$ cat config.mk
export PLATFORM = sky130hd
export DESIGN_NAME = motor_command_framer_watchdog
export DESIGN_NICKNAME = d
export VERILOG_FILES = /design/src/hdl/mcfw_pkg.sv /design/src/hdl/mcfw_front.sv /design/src/hdl/mcfw_fifo.sv /design/src/hdl/mcfw_back.sv /design/src/hdl/motor_command_framer_watchdog.sv
export SDC_FILE = /design/constraint.sdc
export NUM_CORES = 1
export LEC_CHECK = 0
export ABC_AREA = 1
export ABC_CLOCK_PERIOD_IN_PS = 4700
export BUFFER_PORTS_ARGS = -buffer_cell sky130_fd_sc_hd__buf_4
export CAP_MARGIN = 10
export CELL_PAD_IN_SITES_DETAIL_PLACEMENT = 2
export CELL_PAD_IN_SITES_GLOBAL_PLACEMENT = 2
export CORE_MARGIN = 4
export CORE_UTILIZATION = 36
export CTS_CLUSTER_DIAMETER = 30
export DETAILED_ROUTE_END_ITERATION = 6
export PLACE_DENSITY = 0.85
export SYNTH_ARGS = -nofsm -noshare
export SYNTH_HDL_FRONTEND = slang
export SYNTH_SLANG_ARGS = --single-unit
$ cat constraint.sdc
create_clock -name i_clk -period 4.7 [get_ports i_clk]
set_input_delay 0.705 -clock i_clk [delete_from_list [all_inputs] [get_ports i_clk]]
set_output_delay 0.705 -clock i_clk [all_outputs]
set_load 0.005 [all_outputs]
$ cat src/hdl/mcfw_pkg.sv
package mcfw_pkg;

    localparam int FRAME_LEN = 11;
    localparam int IDX_W     = $clog2(FRAME_LEN);
    localparam int SPEED_W   = 25;
    localparam int MAG_W     = 24;
    localparam int CNT_W     = 16;
    localparam int QDEPTH    = 2;
    localparam int QPTR_W    = (QDEPTH > 1) ? $clog2(QDEPTH) : 1;
    localparam int QCNT_W    = $clog2(QDEPTH + 1);

    localparam logic [7:0]       SYNC_BYTE   = 8'hFF;
    localparam logic [CNT_W-1:0] LIMIT_RESET = 16'd150;

    // one frame waiting to be sent
    typedef struct packed {
        logic             stop;
        logic             l_sign;
        logic [MAG_W-1:0] l_mag;
        logic             r_sign;
        logic [MAG_W-1:0] r_mag;
        logic [7:0]       csum;
    } t_frame;

    // frame queue status
    typedef struct packed {
        logic full;
        logic avail;
    } t_q_stat;

endpackage

$ cat src/hdl/mcfw_front.sv
module mcfw_front
    import mcfw_pkg::*;
(
    input  logic                      i_clk,
    input  logic                      i_rst_n,
    input  logic                      push,
    output logic                      full,
    input  logic                      i_cmd,
    input  logic signed [SPEED_W-1:0] i_left_speed,
    input  logic signed [SPEED_W-1:0] i_right_speed,
    input  logic                      i_cfg_we,
    input  logic [CNT_W-1:0]          i_cfg_wdata,
    input  t_q_stat                   i_q_stat,
    output logic                      o_q_wr,
    output t_frame                    o_q_data
);

    typedef enum logic {
        CMD_SPEED = 1'b0,
        CMD_TICK  = 1'b1
    } t_cmd;

    logic             r_pending, n_pending;
    logic [CNT_W-1:0] r_idle, n_idle;
    logic [CNT_W-1:0] r_limit;
    logic             r_l_sign, r_r_sign;
    logic [MAG_W-1:0] r_l_mag, r_r_mag;

    logic             w_accept, w_tick, w_speed, w_fire;
    logic [SPEED_W-1:0] w_l_neg, w_r_neg;
    logic             w_l_sign, w_r_sign;
    logic [MAG_W-1:0] w_l_mag, w_r_mag;
    t_frame           w_frame;

    function automatic logic [7:0] f_csum(logic ls, logic [MAG_W-1:0] lm,
                                          logic rs, logic [MAG_W-1:0] rm);
        logic [7:0] s;
        s = SYNC_BYTE + SYNC_BYTE + {7'd0, ls} + lm[23:16] + lm[15:8] + lm[7:0]
            + {7'd0, rs} + rm[23:16] + rm[15:8] + rm[7:0];
        return s;
    endfunction

    assign full     = i_q_stat.full;
    assign w_accept = push & ~i_q_stat.full;
    assign w_tick   = w_accept & (t_cmd'(i_cmd) == CMD_TICK);
    assign w_speed  = w_accept & (t_cmd'(i_cmd) == CMD_SPEED);
    assign w_fire   = w_tick & (r_pending | (r_idle == r_limit));

    // sign byte is 1 for positive or zero, magnitude keeps the low 24 bits
    assign w_l_neg  = ~i_left_speed + SPEED_W'(1);
    assign w_r_neg  = ~i_right_speed + SPEED_W'(1);
    assign w_l_sign = ~i_left_speed[SPEED_W-1];
    assign w_r_sign = ~i_right_speed[SPEED_W-1];
    assign w_l_mag  = w_l_sign ? i_left_speed[MAG_W-1:0] : w_l_neg[MAG_W-1:0];
    assign w_r_mag  = w_r_sign ? i_right_speed[MAG_W-1:0] : w_r_neg[MAG_W-1:0];

    always_comb begin
        if (r_pending) begin
            w_frame.stop   = 1'b0;
            w_frame.l_sign = r_l_sign;
            w_frame.l_mag  = r_l_mag;
            w_frame.r_sign = r_r_sign;
            w_frame.r_mag  = r_r_mag;
        end else begin
            w_frame.stop   = 1'b1;
            w_frame.l_sign = 1'b1;
            w_frame.l_mag  = '0;
            w_frame.r_sign = 1'b1;
            w_frame.r_mag  = '0;
        end
        w_frame.csum = f_csum(w_frame.l_sign, w_frame.l_mag, w_frame.r_sign, w_frame.r_mag);
    end

    assign o_q_wr   = w_fire;
    assign o_q_data = w_frame;

    always_comb begin
        n_pending = r_pending;
        n_idle    = r_idle;
        if (w_speed) begin
            n_pending = 1'b1;
        end
        if (w_tick) begin
            n_pending = 1'b0;
            n_idle    = (w_fire ? '0 : r_idle) + CNT_W'(1);
        end
    end

    always_ff @(posedge i_clk) begin
        if (!i_rst_n) begin
            r_pending <= 1'b0;
            r_idle    <= '0;
            r_limit   <= LIMIT_RESET;
        end else begin
            r_pending <= n_pending;
            r_idle    <= n_idle;
            if (i_cfg_we) begin
                r_limit <= i_cfg_wdata;
            end
        end
    end

    // latched speeds, only read while pending
    always_ff @(posedge i_clk) begin
        if (w_speed && !r_pending) begin
            r_l_sign <= w_l_sign;
            r_l_mag  <= w_l_mag;
            r_r_sign <= w_r_sign;
            r_r_mag  <= w_r_mag;
        end
    end

endmodule

$ cat src/hdl/mcfw_fifo.sv
module mcfw_fifo
    import mcfw_pkg::*;
(
    input  logic    i_clk,
    input  logic    i_rst_n,
    input  logic    i_wr,
    input  t_frame  i_wdata,
    input  logic    i_rd,
    output t_q_stat o_stat,
    output t_frame  o_rdata
);

    t_frame            r_mem [QDEPTH];
    logic [QPTR_W-1:0] r_wr_ptr, r_rd_ptr;
    logic [QCNT_W-1:0] r_cnt;
    logic              w_wr, w_rd;

    function automatic logic [QPTR_W-1:0] f_inc(logic [QPTR_W-1:0] p);
        return (p == QPTR_W'(QDEPTH - 1)) ? '0 : p + QPTR_W'(1);
    endfunction

    assign o_stat.full  = (r_cnt == QCNT_W'(QDEPTH));
    assign o_stat.avail = (r_cnt != '0);
    assign o_rdata      = r_mem[r_rd_ptr];
    assign w_wr         = i_wr & ~o_stat.full;
    assign w_rd         = i_rd & o_stat.avail;

    always_ff @(posedge i_clk) begin
        if (!i_rst_n) begin
            r_wr_ptr <= '0;
            r_rd_ptr <= '0;
            r_cnt    <= '0;
        end else begin
            if (w_wr) begin
                r_wr_ptr <= f_inc(r_wr_ptr);
            end
            if (w_rd) begin
                r_rd_ptr <= f_inc(r_rd_ptr);
            end
            if (w_wr && !w_rd) begin
                r_cnt <= r_cnt + QCNT_W'(1);
            end else if (w_rd && !w_wr) begin
                r_cnt <= r_cnt - QCNT_W'(1);
            end
        end
    end

    always_ff @(posedge i_clk) begin
        if (w_wr) begin
            r_mem[r_wr_ptr] <= i_wdata;
        end
    end

endmodule

$ cat src/hdl/mcfw_back.sv
module mcfw_back
    import mcfw_pkg::*;
(
    input  logic       i_clk,
    input  logic       i_rst_n,
    input  t_q_stat    i_q_stat,
    input  t_frame     i_q_data,
    output logic       o_q_rd,
    output logic       empty,
    input  logic       pop,
    output logic [7:0] o_out_byte,
    output logic       o_last_byte,
    output logic       o_is_stop
);

    localparam logic [IDX_W-1:0] LAST_IDX = IDX_W'(FRAME_LEN - 1);

    logic             r_busy;
    logic [IDX_W-1:0] r_idx;
    t_frame           r_frame;
    logic             w_last, w_take;

    assign w_last = (r_idx == LAST_IDX);
    assign w_take = ~r_busy | (pop & w_last);
    assign o_q_rd = w_take & i_q_stat.avail;

    assign empty       = ~r_busy;
    assign o_last_byte = w_last;
    assign o_is_stop   = r_frame.stop;

    always_comb begin
        case (r_idx)
            IDX_W'(0): o_out_byte = SYNC_BYTE;
            IDX_W'(1): o_out_byte = SYNC_BYTE;
            IDX_W'(2): o_out_byte = {7'd0, r_frame.l_sign};
            IDX_W'(3): o_out_byte = r_frame.l_mag[23:16];
            IDX_W'(4): o_out_byte = r_frame.l_mag[15:8];
            IDX_W'(5): o_out_byte = r_frame.l_mag[7:0];
            IDX_W'(6): o_out_byte = {7'd0, r_frame.r_sign};
            IDX_W'(7): o_out_byte = r_frame.r_mag[23:16];
            IDX_W'(8): o_out_byte = r_frame.r_mag[15:8];
            IDX_W'(9): o_out_byte = r_frame.r_mag[7:0];
            IDX_W'(10): o_out_byte = r_frame.csum;
            default: o_out_byte = 8'h00;
        endcase
    end

    always_ff @(posedge i_clk) begin
        if (!i_rst_n) begin
            r_busy <= 1'b0;
            r_idx  <= '0;
        end else if (w_take) begin
            r_busy <= i_q_stat.avail;
            r_idx  <= '0;
        end else if (pop) begin
            r_idx <= r_idx + IDX_W'(1);
        end
    end

    always_ff @(posedge i_clk) begin
        if (o_q_rd) begin
            r_frame <= i_q_data;
        end
    end

endmodule

$ cat src/hdl/motor_command_framer_watchdog.sv
// a frame fired by a tick is queued and loaded into the serializer before it shows
// throughput: one item per cycle unless full; frames leave at one byte per cycle on pop
// the input side backs up only when both frame queue slots and the serializer are in use
// reset: synchronous active low; clears pending, idle counter, frame queue and serializer,
// and sets watchdog_limit back to 150
module motor_command_framer_watchdog
    import mcfw_pkg::*;
(
    input  logic                      i_clk,
    input  logic                      i_rst_n,
    // item side: taken when push is high and full is low
    input  logic                      push,
    output logic                      full,
    input  logic                      i_cmd,
    input  logic signed [SPEED_W-1:0] i_left_speed,
    input  logic signed [SPEED_W-1:0] i_right_speed,
    // result side: oldest byte shown while empty is low, taken on pop
    output logic                      empty,
    input  logic                      pop,
    output logic [7:0]                o_out_byte,
    output logic                      o_last_byte,
    output logic                      o_is_stop,
    // watchdog_limit write port
    input  logic                      i_cfg_we,
    input  logic [CNT_W-1:0]          i_cfg_wdata
);

    // front to queue
    logic    w_q_wr;
    t_frame  w_q_wdata;
    // queue to back
    logic    w_q_rd;
    t_frame  w_q_rdata;
    t_q_stat w_q_stat;

    // front: classifies items, keeps pending speeds and the idle counter,
    // and decides which frame (if any) a tick sends
    mcfw_front u_front (
        .i_clk         (i_clk),
        .i_rst_n       (i_rst_n),
        .push          (push),
        .full          (full),
        .i_cmd         (i_cmd),
        .i_left_speed  (i_left_speed),
        .i_right_speed (i_right_speed),
        .i_cfg_we      (i_cfg_we),
        .i_cfg_wdata   (i_cfg_wdata),
        .i_q_stat      (w_q_stat),
        .o_q_wr        (w_q_wr),
        .o_q_data      (w_q_wdata)
    );

    // two-entry queue of frame descriptors, checksum already computed
    mcfw_fifo u_fifo (
        .i_clk   (i_clk),
        .i_rst_n (i_rst_n),
        .i_wr    (w_q_wr),
        .i_wdata (w_q_wdata),
        .i_rd    (w_q_rd),
        .o_stat  (w_q_stat),
        .o_rdata (w_q_rdata)
    );

    // back: holds one frame and walks its 11 bytes, reloading right after
    // the checksum byte is popped so frames go out without a gap
    mcfw_back u_back (
        .i_clk       (i_clk),
        .i_rst_n     (i_rst_n),
        .i_q_stat    (w_q_stat),
        .i_q_data    (w_q_rdata),
        .o_q_rd      (w_q_rd),
        .empty       (empty),
        .pop         (pop),
        .o_out_byte  (o_out_byte),
        .o_last_byte (o_last_byte),
        .o_is_stop   (o_is_stop)
    );

endmodule

After elaboration in Yosys (flattened, before gate mapping) --
Memories as Yosys holds them, arrays and structs flattened. A register that Yosys moved wholly into a read port is not among the register bits. Cells that the tools add are included.
Word-level totals: word-level logic and storage cells 82, bits of input ports 72, output and inout port bits 12, register bits 92, memory bits (writable) 118, memories 1
Memory list:
- u_fifo.r_mem | depth 2, bits a word 59, rd ports 1, clocked after Yosys merged registers in 1, write ports 1, line mcfw_fifo.sv:13 | t_frame r_mem [QDEPTH];
Cells by class: equal/unequal tests 12, bitwise logic cells 18, reductions and logical operators 12, multiplexer cells 11, $add $sub $neg 16
Operators by type and width (count):
- one-hot mux 8 bit (10 select lines) | 1
- 2-to-1 mux 51 bit | 1
- adder 24 x 2 -> 24 bit, second input constant | 2
- adder 8 bit | 6
- 2-to-1 mux 24 bit | 2
- inverter 24 bit | 2
- adder 16 x 1 -> 16 bit, second input constant | 1
- == test 16 bit | 1
- == test 4 x 3 -> 1 bit, second input constant | 4
- 2-to-1 mux 16 bit | 1
- == test 4 bit, second input constant | 3
- adder 8 x 1 -> 8 bit | 1
- AND 1 bit | 8
- == test 4 x 2 -> 1 bit, second input constant | 2
- inverter 1 bit | 6
- OR reduction 2 bit | 3
- adder 4 x 1 -> 4 bit, second input constant | 1
- == test 4 x 1 -> 1 bit, second input constant | 1
- zero test 4 bit | 1
- 2-to-1 mux 1 bit | 4
- 2-to-1 mux 2 bit | 2
- nonzero test 2 bit | 2
- adder 2 x 2 -> 3 bit, first input constant | 1
- logical AND 1 bit | 3
- other kinds (6) | 10

Logic depth before layout (Yosys ltp) --
depth after elaboration 10, gate-level depth with buffers 21, mapped depth without buffers 20

Hierarchy --
Synthesis repeated with hierarchy kept, for this count alone.
Second synthesis, totals: cell total of the unflattened synthesis 1194, area total of the unflattened synthesis 13136.3 µm²
Modules (own cells, without submodules):
- mcfw_front | times used 1, area each 5881.9 µm², cells each 745, sequential area each 2162.1 µm²
- mcfw_fifo | times used 1, area each 4544.4 µm², cells each 221, sequential area each 3643.5 µm²
- mcfw_back | times used 1, area each 2710.1 µm², cells each 228, sequential area each 1871.8 µm²

Worst setup path after synthesis --
Ideal clock, no wire load.
path type input-to-reg, start in push, end reg u_front.r_l_mag[0], enable pin, library setup time 0.519 ns, data required time 4.181 ns, stages on the path 2, path buffers 0, slack -0.013 ns, arrival 4.193 ns, path through o21ai_2 > nor3_1
On the way: word-level cells in the longest chain between the ends 3
Ends and longest elaborated chain:
- start: declaration | line motor_command_framer_watchdog.sv:12 | input logic push,
- AND 1 bit | line mcfw_front.sv:44 | assign w_accept = push & ~i_q_stat.full;
- AND 1 bit | line mcfw_front.sv:46 | assign w_speed = w_accept & (t_cmd'(i_cmd) == CMD_SPEED);
- logical AND 1 bit | line mcfw_front.sv:105 | if (w_speed && !r_pending) begin
- end signal: assignment | line mcfw_front.sv:107 | r_l_mag <= w_l_mag;
- end: declaration | line mcfw_front.sv:27 | logic [MAG_W-1:0] r_l_mag, r_r_mag;
Every way passes these cells. A chain may end at the register's enable or synchronous reset.

==> out/qor.yml <==
grt:
  antenna_found_initial: 0
  grt_overflow_total: 0
  grt_max_degree: 62
  track_usage: 0.2508
  grt_pass1_vias: 11510
  grt_pass1_wl_um: 72470
power:
  p_leak_nw: 6.998
  pwr-share-clk: 0.451
  comb_power_share: 0.234
  seq_power_share: 0.315
  power_mw: 11.14
  powerDensity_nw_per_um2: 679.6
  peakVddDrop_v: 0.0003069
  switchingPower_mw: 3.669
  switching_share: 0.3295
  p_int_mw: 7.468
run_status:
  status: "completed"
sta:
  fmaxAchievable_mhz: 218.3
  slew_violations: 0
  finalSetupViolations: 0
  whs_ps: 330.0
  clock_skew_ps: 24.69
  tightest_slew_ps: 1163
  period_share: 0.9748
  min_period_ps: 4582
  rsz0062_at_grt: "false"
  slew_headroom: 0.2235
  hold_violations: 0
routing:
  ant_nets: 0
  drt-met1-wl_um: 17900
  wl_met3_um: 2097
  num_vias: 9919
  first_iter_violations: 593
  wl_per_cell_um: 25.25
  post-route-drc-count: 0
  dr_wl_met2_um: 25820
  firstDrtPassIters: 5
  top_layer: "met4"
  wirelength_um: 48100
  viasPerCell: 5.207
clock_tree:
  clockBufferDepth: 3
  clock_sinks: 269
  cts-buffers-inserted: 71
  tritoncts: "done"
  clk_pin_slew_ps: 50
  cts_root_buf: "clkbuf_16"
  h-tree-depth: 3
  insertion_delay_ps: 580
floorplanning:
  start_util: 0.3672
  rows: 68
  ios: 84
  coreArea_sq_um: 34710
  dieArea_sq_um: 38480
  die_y_um: 196.2
  fp.dieW_um: 196.2
cells_and_area:
  drive_above_1_share: 0.1779
  synthToLayoutAreaGrowth_pct: 28.58
  finalNetCount: 1514
  antenna_cells: 0
  fillers: 3608
logic_synthesis:
  synth_warnings: 0
  synth_edf_count: 227
  synth_nets: 1379
  synth-seq-cells: 269
  synthesis.instances: 1258
  avgSynthCellArea_sq_um: 10.13
  seq_area_frac_synth: 0.6008
  synth_area_sq_um: 12750
  synthArstFlopShare: 0
  ys_types: 46
  synth_top_flop_cell: "edfxtp_1"
place:
  io_buffers: 83
  dp_hpwl_um: 28890
  gp_congestion: 0.8028
critical_path:
  end_kind: "flop"
  required_ps: 5000
  critPathKind: "reg2reg"
  cp-start-kind: "flop"
  cp_data_arrival_time_ps: 4880
  crit_path_max_fanout: 16
min_path:
  hp-class: "in2reg"
run:
  drv_cap: 0
==> state kept, by name, summed over array words and instances (netlist names) <==
signal and flops:
u_front.r_l_sign 1, u_front.r_limit 16, u_front.r_pending 1, u_front.r_idle 16
u_fifo.r_rd_ptr 1, u_back.r_busy 1, u_back.o_is_stop 1, u_back.r_idx 4
u_front.r_r_mag 24, u_fifo.r_mem 118, u_fifo.r_wr_ptr 1, u_front.r_l_mag 24
u_back.r_frame 58, u_front.r_r_sign 1, u_fifo.r_cnt 2
==> critical path: stages, from the launching register on <==
cell	delay, ps
dfxtp_4	410
buf_6	190
buf_4	200
nand2_1	80
inv_1	100
fa_1	560
inv_1	60
fa_1	420
fa_2	410
fa_1	530
inv_1	90
ha_1	310
nand3_1	90
and2_1	200
inv_1	90
a21oi_2	190
o21ai_2	120
xor2_2	210
==> path summary, 6_finish.rpt <==
check / startpoint / endpoint / slack, ps / cells past startpoint
min: i_left_speed[0] / u_front.r_l_mag[0]$_DFFE_PP_ / 330 / 1
min reg2reg: u_front.r_limit[5]$_SDFFE_PN0P_ / u_front.r_limit[5]$_SDFFE_PN0P_ / 480 / 2
max reg2reg: u_front.r_pending$_SDFFE_PP0P_ / u_fifo.r_mem[0][6]$_DFFE_PP_ / 120 / 17
max: u_front.r_pending$_SDFFE_PP0P_ / u_fifo.r_mem[0][6]$_DFFE_PP_ / 120 / 17
==> power groups by stage <==
stage / clock network [mW] / logic (mW) / registers, mW
2_1_floorplan: 0 / 1.42 / 3.42
3_3_place_gp: 0 / 1.98 / 3.46
3_5_place_dp: 0 / 2.29 / 3.51
4_1_cts: 5.11 / 2.54 / 3.51
5_1_grt: 5.24 / 2.79 / 3.53
6_report: 5.03 / 2.60 / 3.51
==> synth_stat cells, types with 4 or more instances <==
| cell | n | area (sq um) |
|---|---|---|
| inv_2 | 7 | 26.28 |
| o21ai_1 | 9 | 45.04 |
| nand2_1 | 351 | 1318 |
| nor2_2 | 4 | 25.02 |
| nand2_2 | 5 | 31.28 |
| dfxtp_1 | 42 | 840.8 |
| a211oi_1 | 8 | 60.06 |
| nand3_1 | 39 | 195.2 |
| buf_1 | 7 | 26.28 |
| a21oi_1 | 49 | 245.2 |
| inv_1 | 192 | 720.7 |
| clkbuf_1 | 20 | 75.07 |
| xnor2_1 | 23 | 201.4 |
| o21ai_0 | 49 | 245.2 |
| nand4_1 | 9 | 56.30 |
| ha_1 | 22 | 275.3 |
| xor2_1 | 34 | 297.8 |
| nor3_1 | 10 | 50.05 |
| nor2_1 | 89 | 334.1 |
| fa_1 | 27 | 540.5 |
| edfxtp_1 | 227 | 6817 |
==> cell type report <==
type / instances / area (sq um) / share of cell area
Tap cell: 455 / 569.3 / 0.03474
Sequential cell: 269 / 7662 / 0.4676
Timing Repair Buffer: 94 / 709.4 / 0.04329
Multi-Input combinational cell: 757 / 4250 / 0.2594
Clock inverter: 50 / 584.3 / 0.03565
Inverter: 200 / 750.7 / 0.04581
Clock buffer: 80 / 1862 / 0.1136
==> what timing repair did <==
action                     in CTS  in global routing
hold buffers                    0                  0
gates resized for setup         3                  4
pin swaps                       1                  0
setup buffers                   1                  0
setup endpoints to repair       4                  4
==> placed cells by master, fill, tap and decap left out, types with 3 or more instances in the layout <==
master        n
nand2_1     351
edfxtp_1    227
inv_1       192
buf_4        93
nor2_1       87
clkbuf_16    72
o21ai_0      48
a21oi_1      47
dfxtp_1      40
nand3_1      39
xor2_1       33
fa_1         26
xnor2_1      23
ha_1         22
clkinv_2     11
clkinvlp_4   10
o21ai_1       9
nand4_1       9
nor3_1        9
bufinv_16     9
a211oi_1      8
inv_2         7
clkinv_1      6
clkinv_4      6
nand2_2       5
inv_6         5
clkbuf_1      5
nor2_4        4
nor2_2        4
o21ai_2       3
a21oi_2       3
nand3_2       3
clkinv_8      3
clkbuf_8      3
==> metrics by stage <==
step	setup WS, ps	TNS (ps)	cells	utilization	cell area, sq um
2_1_floorplan	402.1	0	1258	-	12750
3_3_place_gp	465.3	0	1774	0.4006	13910
3_5_place_dp	-45.68	-91.35	1774	0.4006	13910
4_1_cts	25.06	0	1905	0.4716	16370
5_1_grt	19.37	0	1905	0.4721	16390
6_report	118.3	0	1905	0.4721	16390
==> routing by layer <==
layer  GRT usage  vias to the layer above
met5           0                        -
met4      0.1112                        0
met3     0.04791                      135
met2      0.4719                      350
met1      0.2723                     5061
li1            -                     4373
==> cell families (layout without fill, tap and decap cells) <==
family                   after synthesis  in the layout  share of synthesized area
XOR/XNOR                              57             57                    0.03917
flip-flops                           269            269                     0.6008
adder cells (fa/ha/maj)               49             49                    0.06400
AO/OA/AOI/OAI                        129            129                    0.05694
AND/OR/NAND/NOR                      522            522                     0.1690
buffers and inverters                232            424                    0.07009
Power figures use the tool's default switching activity.
